## config.mk

```make
export PLATFORM = sky130hd
export DESIGN_NAME = letter_multiset_word_filter
export DESIGN_NICKNAME = d
export VERILOG_FILES = /design/src/rtl/lmwf_pkg.sv /design/src/rtl/lmwf_core.sv /design/src/rtl/letter_multiset_word_filter.sv
export SDC_FILE = /design/constraint.sdc
export NUM_CORES = 1
export LEC_CHECK = 0
export ABC_CLOCK_PERIOD_IN_PS = 5480
export BUFFER_PORTS_ARGS = -buffer_cell sky130_fd_sc_hd__buf_2
export CAP_MARGIN = 20
export CORE_MARGIN = 3
export CORE_UTILIZATION = 50
export DETAILED_ROUTE_END_ITERATION = 8
export PLACE_DENSITY = 0.72
export SLEW_MARGIN = 20
export SYNTH_ARGS = -nofsm -noshare
export SYNTH_HDL_FRONTEND = slang
export SYNTH_SLANG_ARGS = --single-unit
```

## constraint.sdc

```tcl
create_clock -name clk -period 5.48 [get_ports clk]
set_clock_uncertainty 0.15 [all_clocks]
set_input_delay 0.822 -clock clk [delete_from_list [all_inputs] [get_ports clk]]
set_output_delay 0.822 -clock clk [all_outputs]
set_load 0.02 [all_outputs]
```

## src/rtl/lmwf_pkg.sv

```systemverilog
// Package for the letter multiset word filter.
// Holds the item types, opcodes, character constants and character helpers.
// No dependencies.
`timescale 1ns / 1ps
`default_nettype none

package lmwf_pkg;

    localparam int ALPHABET_LETTERS   = 26;
    localparam int MAX_LENGTH_DEFAULT = 255;
    localparam int LETTER_IDX_W       = $clog2(ALPHABET_LETTERS);
    localparam int MATCH_W            = 16;
    localparam int REPORT_LEN_W       = 8;

    // byte address of the anagram_mode register
    localparam logic [1:0] ADDR_ANAGRAM_MODE = 2'd0;

    localparam logic [7:0] CHAR_NUL     = 8'h00;
    localparam logic [7:0] CHAR_UPPER_A = 8'h41;
    localparam logic [7:0] CHAR_UPPER_Z = 8'h5A;
    localparam logic [7:0] CHAR_LOWER_A = 8'h61;
    localparam logic [7:0] CHAR_LOWER_Z = 8'h7A;
    localparam logic [7:0] CHAR_TAB     = 8'h09;
    localparam logic [7:0] CHAR_CR      = 8'h0D;
    localparam logic [7:0] CHAR_SPACE   = 8'h20;

    typedef enum logic [1:0] {
        OP_CLEAR    = 2'd0,
        OP_REF_CHAR = 2'd1,
        OP_DICT_CHR = 2'd2,
        OP_EOL      = 2'd3
    } op_t;

    typedef struct packed {
        op_t        opcode;
        logic [7:0] char_code;
    } in_item_t;

    typedef struct packed {
        logic                    matched;
        logic [REPORT_LEN_W-1:0] word_length;
        logic [MATCH_W-1:0]      match_total;
    } out_item_t;

    function automatic logic is_letter(input logic [7:0] c);
        is_letter = (c inside {[CHAR_UPPER_A:CHAR_UPPER_Z], [CHAR_LOWER_A:CHAR_LOWER_Z]});
    endfunction

    function automatic logic [LETTER_IDX_W-1:0] letter_idx(input logic [7:0] c);
        logic [7:0] off;
        off = (c <= CHAR_UPPER_Z) ? (c - CHAR_UPPER_A) : (c - CHAR_LOWER_A);
        letter_idx = off[LETTER_IDX_W-1:0];
    endfunction

    function automatic logic ends_word(input logic [7:0] c);
        ends_word = (c == CHAR_NUL) || (c == CHAR_SPACE) || (c inside {[CHAR_TAB:CHAR_CR]});
    endfunction

endpackage

`default_nettype wire

```

## src/rtl/lmwf_core.sv

```systemverilog
// Filter state and per-item update: reference and word letter histograms.
// Depends on lmwf_pkg.
`timescale 1ns / 1ps
`default_nettype none

module lmwf_core #(
    parameter int MAX_LENGTH = lmwf_pkg::MAX_LENGTH_DEFAULT
) (
    input  wire                  clk,
    input  wire                  rst_n,
    input  wire                  step,
    input  lmwf_pkg::in_item_t   item,
    input  wire                  anagram_mode,
    output lmwf_pkg::out_item_t  result,
    output logic                 result_valid
);

    localparam int CW = $clog2(MAX_LENGTH + 1);
    localparam int WW = (CW > lmwf_pkg::REPORT_LEN_W) ? CW : lmwf_pkg::REPORT_LEN_W;
    localparam logic [CW-1:0] CNT_MAX = CW'(MAX_LENGTH);
    localparam logic [lmwf_pkg::MATCH_W-1:0] MATCH_MAX = '1;
    localparam logic [lmwf_pkg::MATCH_W-1:0] MATCH_ONE = {{(lmwf_pkg::MATCH_W-1){1'b0}}, 1'b1};

    logic [CW-1:0] ref_cnt_reg  [lmwf_pkg::ALPHABET_LETTERS];
    logic [CW-1:0] ref_cnt_next [lmwf_pkg::ALPHABET_LETTERS];
    logic [CW-1:0] wrd_cnt_reg  [lmwf_pkg::ALPHABET_LETTERS];
    logic [CW-1:0] wrd_cnt_next [lmwf_pkg::ALPHABET_LETTERS];
    logic [CW-1:0] ref_len_reg, ref_len_next;
    logic [CW-1:0] ref_tot_reg, ref_tot_next;
    logic [CW-1:0] wrd_len_reg, wrd_len_next;
    logic [CW-1:0] wrd_tot_reg, wrd_tot_next;
    logic          failed_reg, failed_next;
    logic          past_end_reg, past_end_next;
    logic [lmwf_pkg::MATCH_W-1:0] match_reg, match_next;

    logic                              letter;
    logic [lmwf_pkg::LETTER_IDX_W-1:0] idx;
    logic [CW-1:0]                     cnt_inc;
    logic                              ok;
    logic [WW-1:0]                     len_ext;

    function automatic logic [CW-1:0] sat_inc(input logic [CW-1:0] v);
        sat_inc = (v >= CNT_MAX) ? CNT_MAX : v + CW'(1);
    endfunction

    assign letter  = lmwf_pkg::is_letter(item.char_code);
    assign idx     = lmwf_pkg::letter_idx(item.char_code);
    assign len_ext = WW'(wrd_len_reg);

    always_comb
    begin
        ref_cnt_next  = ref_cnt_reg;
        wrd_cnt_next  = wrd_cnt_reg;
        ref_len_next  = ref_len_reg;
        ref_tot_next  = ref_tot_reg;
        wrd_len_next  = wrd_len_reg;
        wrd_tot_next  = wrd_tot_reg;
        failed_next   = failed_reg;
        past_end_next = past_end_reg;
        match_next    = match_reg;
        cnt_inc       = sat_inc(wrd_cnt_reg[idx]);
        ok            = !failed_reg && (wrd_len_reg != '0) && (wrd_len_reg <= ref_len_reg)
                        && (!anagram_mode || (wrd_tot_reg == ref_tot_reg));
        result_valid  = 1'b0;

        result.matched     = ok;
        result.word_length = (len_ext > WW'(255)) ? 8'hFF : len_ext[7:0];
        result.match_total = (ok && match_reg != MATCH_MAX) ? match_reg + MATCH_ONE : match_reg;

        case (item.opcode)
            lmwf_pkg::OP_CLEAR:
            begin
                for (int i = 0; i < lmwf_pkg::ALPHABET_LETTERS; i++)
                begin
                    ref_cnt_next[i] = '0;
                    wrd_cnt_next[i] = '0;
                end
                ref_len_next  = '0;
                ref_tot_next  = '0;
                wrd_len_next  = '0;
                wrd_tot_next  = '0;
                failed_next   = 1'b0;
                past_end_next = 1'b0;
                match_next    = '0;
            end
            lmwf_pkg::OP_REF_CHAR:
            begin
                // a zero byte adds nothing to the reference
                if (item.char_code != lmwf_pkg::CHAR_NUL)
                begin
                    ref_len_next = sat_inc(ref_len_reg);
                    if (letter)
                    begin
                        ref_cnt_next[idx] = sat_inc(ref_cnt_reg[idx]);
                        ref_tot_next      = sat_inc(ref_tot_reg);
                    end
                end
            end
            lmwf_pkg::OP_DICT_CHR:
            begin
                if (!past_end_reg)
                begin
                    if (lmwf_pkg::ends_word(item.char_code))
                    begin
                        past_end_next = 1'b1;
                    end
                    else
                    begin
                        wrd_len_next = sat_inc(wrd_len_reg);
                        if (letter && !failed_reg)
                        begin
                            wrd_cnt_next[idx] = cnt_inc;
                            wrd_tot_next      = sat_inc(wrd_tot_reg);
                            if (cnt_inc > ref_cnt_reg[idx])
                                failed_next = 1'b1;
                        end
                    end
                end
            end
            lmwf_pkg::OP_EOL:
            begin
                result_valid = 1'b1;
                match_next   = result.match_total;
                for (int i = 0; i < lmwf_pkg::ALPHABET_LETTERS; i++)
                    wrd_cnt_next[i] = '0;
                wrd_len_next  = '0;
                wrd_tot_next  = '0;
                failed_next   = 1'b0;
                past_end_next = 1'b0;
            end
            default:
            begin
                result_valid = 1'b0;
            end
        endcase
    end

    always_ff @(posedge clk or negedge rst_n)
    begin
        if (!rst_n)
        begin
            for (int i = 0; i < lmwf_pkg::ALPHABET_LETTERS; i++)
            begin
                ref_cnt_reg[i] <= '0;
                wrd_cnt_reg[i] <= '0;
            end
            ref_len_reg  <= '0;
            ref_tot_reg  <= '0;
            wrd_len_reg  <= '0;
            wrd_tot_reg  <= '0;
            failed_reg   <= 1'b0;
            past_end_reg <= 1'b0;
            match_reg    <= '0;
        end
        else if (step)
        begin
            ref_cnt_reg  <= ref_cnt_next;
            wrd_cnt_reg  <= wrd_cnt_next;
            ref_len_reg  <= ref_len_next;
            ref_tot_reg  <= ref_tot_next;
            wrd_len_reg  <= wrd_len_next;
            wrd_tot_reg  <= wrd_tot_next;
            failed_reg   <= failed_next;
            past_end_reg <= past_end_next;
            match_reg    <= match_next;
        end
    end

endmodule

`default_nettype wire

```

## src/rtl/letter_multiset_word_filter.sv

```systemverilog
// An end-of-line item passes through the input register, then the result register, before out_valid rises.
// Throughput: one item per cycle; the input register and the result register
// decouple the two channels, so input stalls only when a result waits untaken and
// the item held in the input register is another end of line.
// Reset: rst_n (async, active low) clears all counts, the match counter and anagram_mode.
// Top level of the letter multiset word filter. Depends on lmwf_pkg and lmwf_core.
`timescale 1ns / 1ps
`default_nettype none

module letter_multiset_word_filter #(
    parameter int MAX_LENGTH = lmwf_pkg::MAX_LENGTH_DEFAULT
) (
    input  wire                  clk,
    input  wire                  rst_n,
    // input items
    input  wire                  in_valid,
    output logic                 in_ready,
    input  lmwf_pkg::in_item_t   in_data,
    // result items
    output logic                 out_valid,
    input  wire                  out_ready,
    output lmwf_pkg::out_item_t  out_data,
    // configuration
    input  wire                  psel,
    input  wire                  penable,
    input  wire                  pwrite,
    input  wire  [1:0]           paddr,
    input  wire  [31:0]          pwdata,
    output logic [31:0]          prdata,
    output logic                 pready
);

    lmwf_pkg::in_item_t  in_reg;
    logic                in_valid_reg;
    lmwf_pkg::out_item_t out_reg;
    logic                out_valid_reg;
    logic                anagram_reg;

    lmwf_pkg::out_item_t core_result;
    logic                core_result_valid;
    logic                advance;

    // Single register at address zero; reads always return it.
    assign pready = 1'b1;
    assign prdata = {31'b0, anagram_reg};

    always_ff @(posedge clk or negedge rst_n)
    begin
        if (!rst_n)
            anagram_reg <= 1'b0;
        else if (psel && penable && pwrite && (paddr == lmwf_pkg::ADDR_ANAGRAM_MODE))
            anagram_reg <= pwdata[0];
    end

    // Process the held item unless it makes a result and the result
    // register is still full and not being taken.
    assign advance  = in_valid_reg && (!core_result_valid || !out_valid_reg || out_ready);
    assign in_ready = !in_valid_reg || advance;

    always_ff @(posedge clk or negedge rst_n)
    begin
        if (!rst_n)
            in_valid_reg <= 1'b0;
        else if (in_ready)
            in_valid_reg <= in_valid;
    end

    always_ff @(posedge clk)
    begin
        if (in_ready && in_valid)
            in_reg <= in_data;
    end

    lmwf_core #(
        .MAX_LENGTH (MAX_LENGTH)
    ) u_core (
        .clk          (clk),
        .rst_n        (rst_n),
        .step         (advance),
        .item         (in_reg),
        .anagram_mode (anagram_reg),
        .result       (core_result),
        .result_valid (core_result_valid)
    );

    // Result register: load on a finished line, drop when taken.
    always_ff @(posedge clk or negedge rst_n)
    begin
        if (!rst_n)
            out_valid_reg <= 1'b0;
        else if (advance && core_result_valid)
            out_valid_reg <= 1'b1;
        else if (out_ready)
            out_valid_reg <= 1'b0;
    end

    always_ff @(posedge clk)
    begin
        if (advance && core_result_valid)
            out_reg <= core_result;
    end

    assign out_valid = out_valid_reg;
    assign out_data  = out_reg;

endmodule

`default_nettype wire
```

Word level (Yosys, flattened, before mapping)
Index checks and enable logic that the tools add are counted.

Output and inout bits: 60. Logic and storage cells: 199. Bits in registers: 504. Bits in latches: 0. Input bits: 51. ROM bits: 0. Memory bits (writable): 0. Memories kept: 0.

Shift operators: 0. Eq/ne operators: 12. Bitwise logic cells: 1. Divide/modulo/power cells: 0. Reduce and logical (&&, ||, !) cells: 44. Add/subtract/negate cells: 9. Multipliers: 0. Multiplexer cells: 49. Order comparisons: 17.

Operators with widths (number): two-way mux 208 bit (5); one-hot mux 208 bit (2 select lines) (2); bitwise mux 208 bit (2); two-way mux 8 bit (19); binary-select mux 8 bit (select 5 bit) (2); one-hot mux 8 bit (2 select lines) (4); adder 8 x 1 -> 8 bit (second input constant) (6); >= comparator 8 bit (second input constant) (6); demux 8 bit (select 5 bit) (1); one-hot mux 16 bit (2 select lines) (1); adder 16 x 1 -> 16 bit (second input constant) (1); >= comparator 8 x 7 -> 1 bit (second input constant) (2); <= comparator 8 x 7 -> 1 bit (second input constant) (2); two-way mux 16 bit (1); != test 16 bit (second input constant) (1); nonzero test 8 bit (2); logical AND 1 bit (15); nonzero test 2 bit (5); subtractor 5 x 1 -> 5 bit (second input constant) (2); two-way mux 1 bit (9); == test 8 x 6 -> 1 bit (second input constant) (1); == test 8 bit (1); >= comparator 8 x 4 -> 1 bit (second input constant) (1); greater-than comparator 8 bit (1); 22 further kinds (40).

Depth between registers and ports, before layout
Word-level depth: 14. Depth in mapped cells: 29. Depth with buffers taken out: 22.

Cells and area by module
Synthesis repeated with hierarchy kept, for this count alone.

Cells, all modules: 2305. Area, all modules: 24798.8 um2.

Modules (own cells, without submodules): lmwf_core (cells an instance 2221, area each 23333.6 um2, instances 1, sequential area each 11661.2 um2); letter_multiset_word_filter (cells an instance 84, area each 1465.2 um2, instances 1, sequential area each 1126.1 um2).

Worst setup path before layout
No wires, ideal clock.

Kind: flip-flop to flip-flop. Start point: register in_reg[0] (netlist name). End point: register u_core.failed_reg. Cell stages (with the launch flop): 30. Required time: 5.205 ns. Setup slack: -0.578 ns. Period minus slack after synthesis: 6.058 ns. Buffers on the path: 8. Arrival time: 5.784 ns. Library setup time: 0.125 ns. Cell sequence: edfxtp_1 > buf_6 > buf_4 > buf_4 > clkinv_1 > ha_1 > buf_4 > buf_4 > buf_2 > buf_1 > mux4_2 > a21oi_1 > a211oi_1 > and2_1 > ha_1 > nand2_1 > inv_1 > a31oi_2 > clkbuf_1 > inv_1 > ha_1 > nor2b_1 > o21a_1 > o21ai_0 > nand2b_1 > a21oi_1 > o21ai_0 > o21ai_0 > a21oi_1 > mux2_2.

Longest elaborated chain between the ends: 11. Elaborated cells on any way between the ends: 33. Classes of those cells: add/sub: 3; order compare: 8; eq/ne: 4; mux: 8; bitwise: 1; reduce/logical: 9.

Ends and longest elaborated chain: start, declared (line letter_multiset_word_filter.sv:33) `lmwf_pkg::in_item_t in_reg;`; start signal, assigned (line letter_multiset_word_filter.sv:71) `in_reg <= in_data;`; <= comparator 8 x 7 -> 1 bit / subtractor 5 x 1 -> 5 bit (equally long branches) (line lmwf_pkg.sv:46, lmwf_pkg.sv:51); two-way mux 5 bit (line lmwf_pkg.sv:51) `off = (c <= CHAR_UPPER_Z) ? (c - CHAR_UPPER_A) : (c - CHAR_LOWER_A);`; inverter 5 -> 6 bit (not written as such) (line lmwf_core.sv:61, lmwf_core.sv:114); binary-select mux 8 bit (select 5 bit) (line lmwf_core.sv:61) `cnt_inc = sat_inc(wrd_cnt_reg[idx]);`; two-way mux 8 bit (not written as such) (2 in a row) (line lmwf_core.sv:61); adder 8 x 1 -> 8 bit / >= comparator 8 bit (equally long branches) (line lmwf_core.sv:43) `sat_inc = (v >= CNT_MAX) ? CNT_MAX : v + CW'(1);`; two-way mux 8 bit (line lmwf_core.sv:43); greater-than comparator 8 bit (line lmwf_core.sv:114) `if (cnt_inc > ref_cnt_reg[idx])`; != test 2 x 1 -> 1 bit (no source line); AND reduction 6 bit (no source line) *; end signal, assigned (line lmwf_core.sv:163) `failed_reg <= failed_next;`; end, declared (line lmwf_core.sv:32) `logic failed_reg, failed_next;`.

Every way passes the cells marked *; elsewhere a longest branch is shown, timed or not. The select of a mux whose other input is x is not followed. A chain may end at the register's enable or synchronous reset.

Final worst setup path
Ends and elaborated chain as after synthesis.

==> flow_summary.ini <==
[clocking]
clk_latency_ns = 0.62
cts.clk_slew.worst_paths_ns = 0.06
cts_buffer_depth = 3
cts_tree = done
hold_buffers = 0
cts_max_level = 2
cts_root_buf = clkbuf_16
numCtsBuffers = 53
clkSinkCount = 504

[timing]
tns_ns = 0
hold_violations = 0
tightest_slew_ns = 1.08
max-slew-margin-rel = 0.277
finalCriticalPeriod_ns = 5.17
timing.fmax_mhz = 194
maxSlewViolCount = 0
rsz0062_at_grt = no
finalSetupViolations = 0
period_share = 0.943

[final_layout]
fin_nets = 2678
multiInputGateArea_um2 = 12300
fillCellCount = 4276
layout_commonest_cell = dfrtp_1
ff_latch_area_um2 = 12800
final_cell_mix = dfrtp_1 (469), nand2_1 (434), o21ai_0 (393)
diodes = 0
drive_above_1_share = 0.122
area_growth_pct = 9.10

[power]
comb_power_share = 0.252
internal_power_w = 0.00779
p_leak_nw = 12.3
p_switching_w = 0.00369
seqPwrFrac = 0.434
swShare = 0.321
power.density_nw_per_um2 = 401
power_w = 0.0115
p_clk_frac = 0.314
peakVddDrop_mv = 0.243

[placed_design]
routabilityCongestion = 0.956
io_buffers = 47
hpwl_mm = 48.0

[global_route]
grtUsageTotal = 0.260
overflow = 0
antenna_found_initial = 2
grt_pass1_vias = 20800
grt_pass1_wl_mm = 116
grt_max_degree = 149

[critical_path]
path_class = flop to flop
slowest_delay_ns = 0.61
critPathMostFrequentCell = o21ai_0
endpoint_kind = flop
critPathRequiredTime_ns = 5.83
startpoint_type = flop
critical_path.max_fanout = 48
cp_cell_sequence = buf_12, buf_4, mux4_2, mux2i_1, o21ai_0, o2111a_1, ha_1, nand2_1, inv_1, a31oi_4, inv_1, ha_1, nor2b_1, o21a_1, o21ai_0, nand2b_1, a21oi_1, o21ai_0, o21ai_0, a21oi_1, mux2_2
arrival_ns = 5.52
reg2reg_depth = 21
crit_slowest_cell = mux4_2

[floorplanning]
die-height_um = 235
ios = 111
rows = 83
initial_core_util = 0.509
die-area_um2 = 55300
die_x_um = 235
core_area_um2 = 51600

[synthesis]
yosysSeqAreaShare = 0.487
synth.largest_area_cell = dfrtp_1
syn_avg_cell_area_um2 = 9.97
synth_top_area_share = 0.447
ys_types = 88
syn_area_um2 = 26300
synth-edff-count = 35
syn_inst = 2633
ys_ff_latch = 504
ys.flop_type = dfrtp_1
synth_area_leaders = dfrtp_1 (45%), mux4_2 (7.7%), o21ai_0 (7.5%), nand2_1 (6.2%), edfxtp_1 (4.0%)
synthArstFlopShare = 0.931
yosys_warnings = 0

[detailed_routing]
drt_iter0_markers = 2308
drc = 0
wl_per_cell_um = 22.2
route.vias.total = 21400
antenna_left = 0
vias_per_cell = 6.45
firstDrtPassIters = 6
drt_wl_total_mm = 73.6

[hold_path]
hold_path_class = input pin to asynchronous set/reset pin

[status]
outcome = finished, final reports clean

[run]
cap_viol_max_count = 0
what timing repair did:
| item | CTS | global route |
|---|---|---|
| gates resized for setup | 0 | 1 |
| setup buffers | 0 | 0 |
| endpoints found under the hold margin | 0 | 0 |
| endpoints found under the setup margin | 0 | 1 |
cells by family after synthesis:
logic type / count (synthesis) / share of synthesized area
XOR/XNOR: 28 / 0.00991
flip-flops: 504 / 0.487
buffers and inverters: 271 / 0.0508
adder cells (fa/ha/maj): 33 / 0.0157
AO/OA/AOI/OAI: 875 / 0.203
multiplexers: 133 / 0.0942
AND/OR/NAND/NOR: 787 / 0.139
other: 2 / 0.000286
cell type report:
| type | count | share of cell area |
|---|---|---|
| Sequential cell | 504 | 0.446 |
| Multi-Input combinational cell | 1888 | 0.430 |
| Clock buffer | 84 | 0.0538 |
| Tap cell | 680 | 0.0297 |
| Timing Repair Buffer | 105 | 0.0281 |
| Clock inverter | 13 | 0.00664 |
| Inverter | 42 | 0.00555 |
power groups by stage:
stage	clock, W	combinational, W	sequential, W
3_3_place_gp	0	0.00274	0.00495
2_1_floorplan	0	0.00209	0.00485
4_1_cts	0.00365	0.00286	0.00495
3_5_place_dp	0	0.00284	0.00501
5_1_grt	0.00382	0.00315	0.00506
6_report	0.00361	0.00289	0.00498
final timing paths:
| kind | start | slack [ns] | endpoint |
|---|---|---|---|
| max | in_reg[0] | 0.31 | u_core.failed_reg |
| min | rst_n | 0.13 | u_core.wrd_tot_reg[5] |
| max reg2reg | in_reg[0] | 0.31 | u_core.failed_reg |
| min reg2reg | u_core.ref_cnt_reg[63] | 0.33 | u_core.ref_cnt_reg[63] |
| max in group asynchronous | rst_n | 3.66 | u_core.wrd_cnt_reg[7] |
| min in group clk | in_data[2] | 0.24 | in_reg[2] |
layer usage:
metal  vias up  global-route usage  routed length [um]
li1       9457                   -                   -
met1     10800               0.358               30600
met2       956               0.417               34600
met3       173              0.0431                5880
met4         2               0.101                2510
met5         -                   0                  15
critical path, delay by kind of cell, from the launching register on:
family	cells	cell delay, ns
AO/OA/AOI/OAI	9	1.37
multiplexers	3	1.13
buffers and inverters	4	1.08
adder cells (fa/ha/maj)	2	0.51
flip-flops	1	0.43
AND/OR/NAND/NOR	3	0.36
synth_stat cells (14+ instances only):
cell type	instances
o21ai_1	18
nor2_1	77
clkbuf_1	145
and3_1	142
a22o_1	116
buf_2	24
mux4_2	90
xor2_1	15
nand4_1	14
nand2_1	435
o31ai_1	55
mux2i_1	31
inv_1	41
o21ai_0	393
a21oi_1	191
dfrtp_1	469
nand3_1	42
buf_4	40
ha_1	33
edfxtp_1	35
per-stage QoR:
| step | hold slack (ns) | worst slack (ns) | std cells | util | area [um2] |
|---|---|---|---|---|---|
| floorplan | 0.293 | 0.00811 | 2663 | - | 26400 |
| finish | 0.129 | 0.314 | 3316 | 0.555 | 28700 |
| global route | 0.225 | 0.0256 | 3316 | 0.555 | 28700 |
| global placement | 0.305 | 0.458 | 3219 | 0.521 | 26900 |
| detailed placement | 0.316 | 0.507 | 3219 | 0.521 | 26900 |
| CTS | 0.207 | 0.390 | 3316 | 0.555 | 28600 |
(Power assumes the default switching activity.)
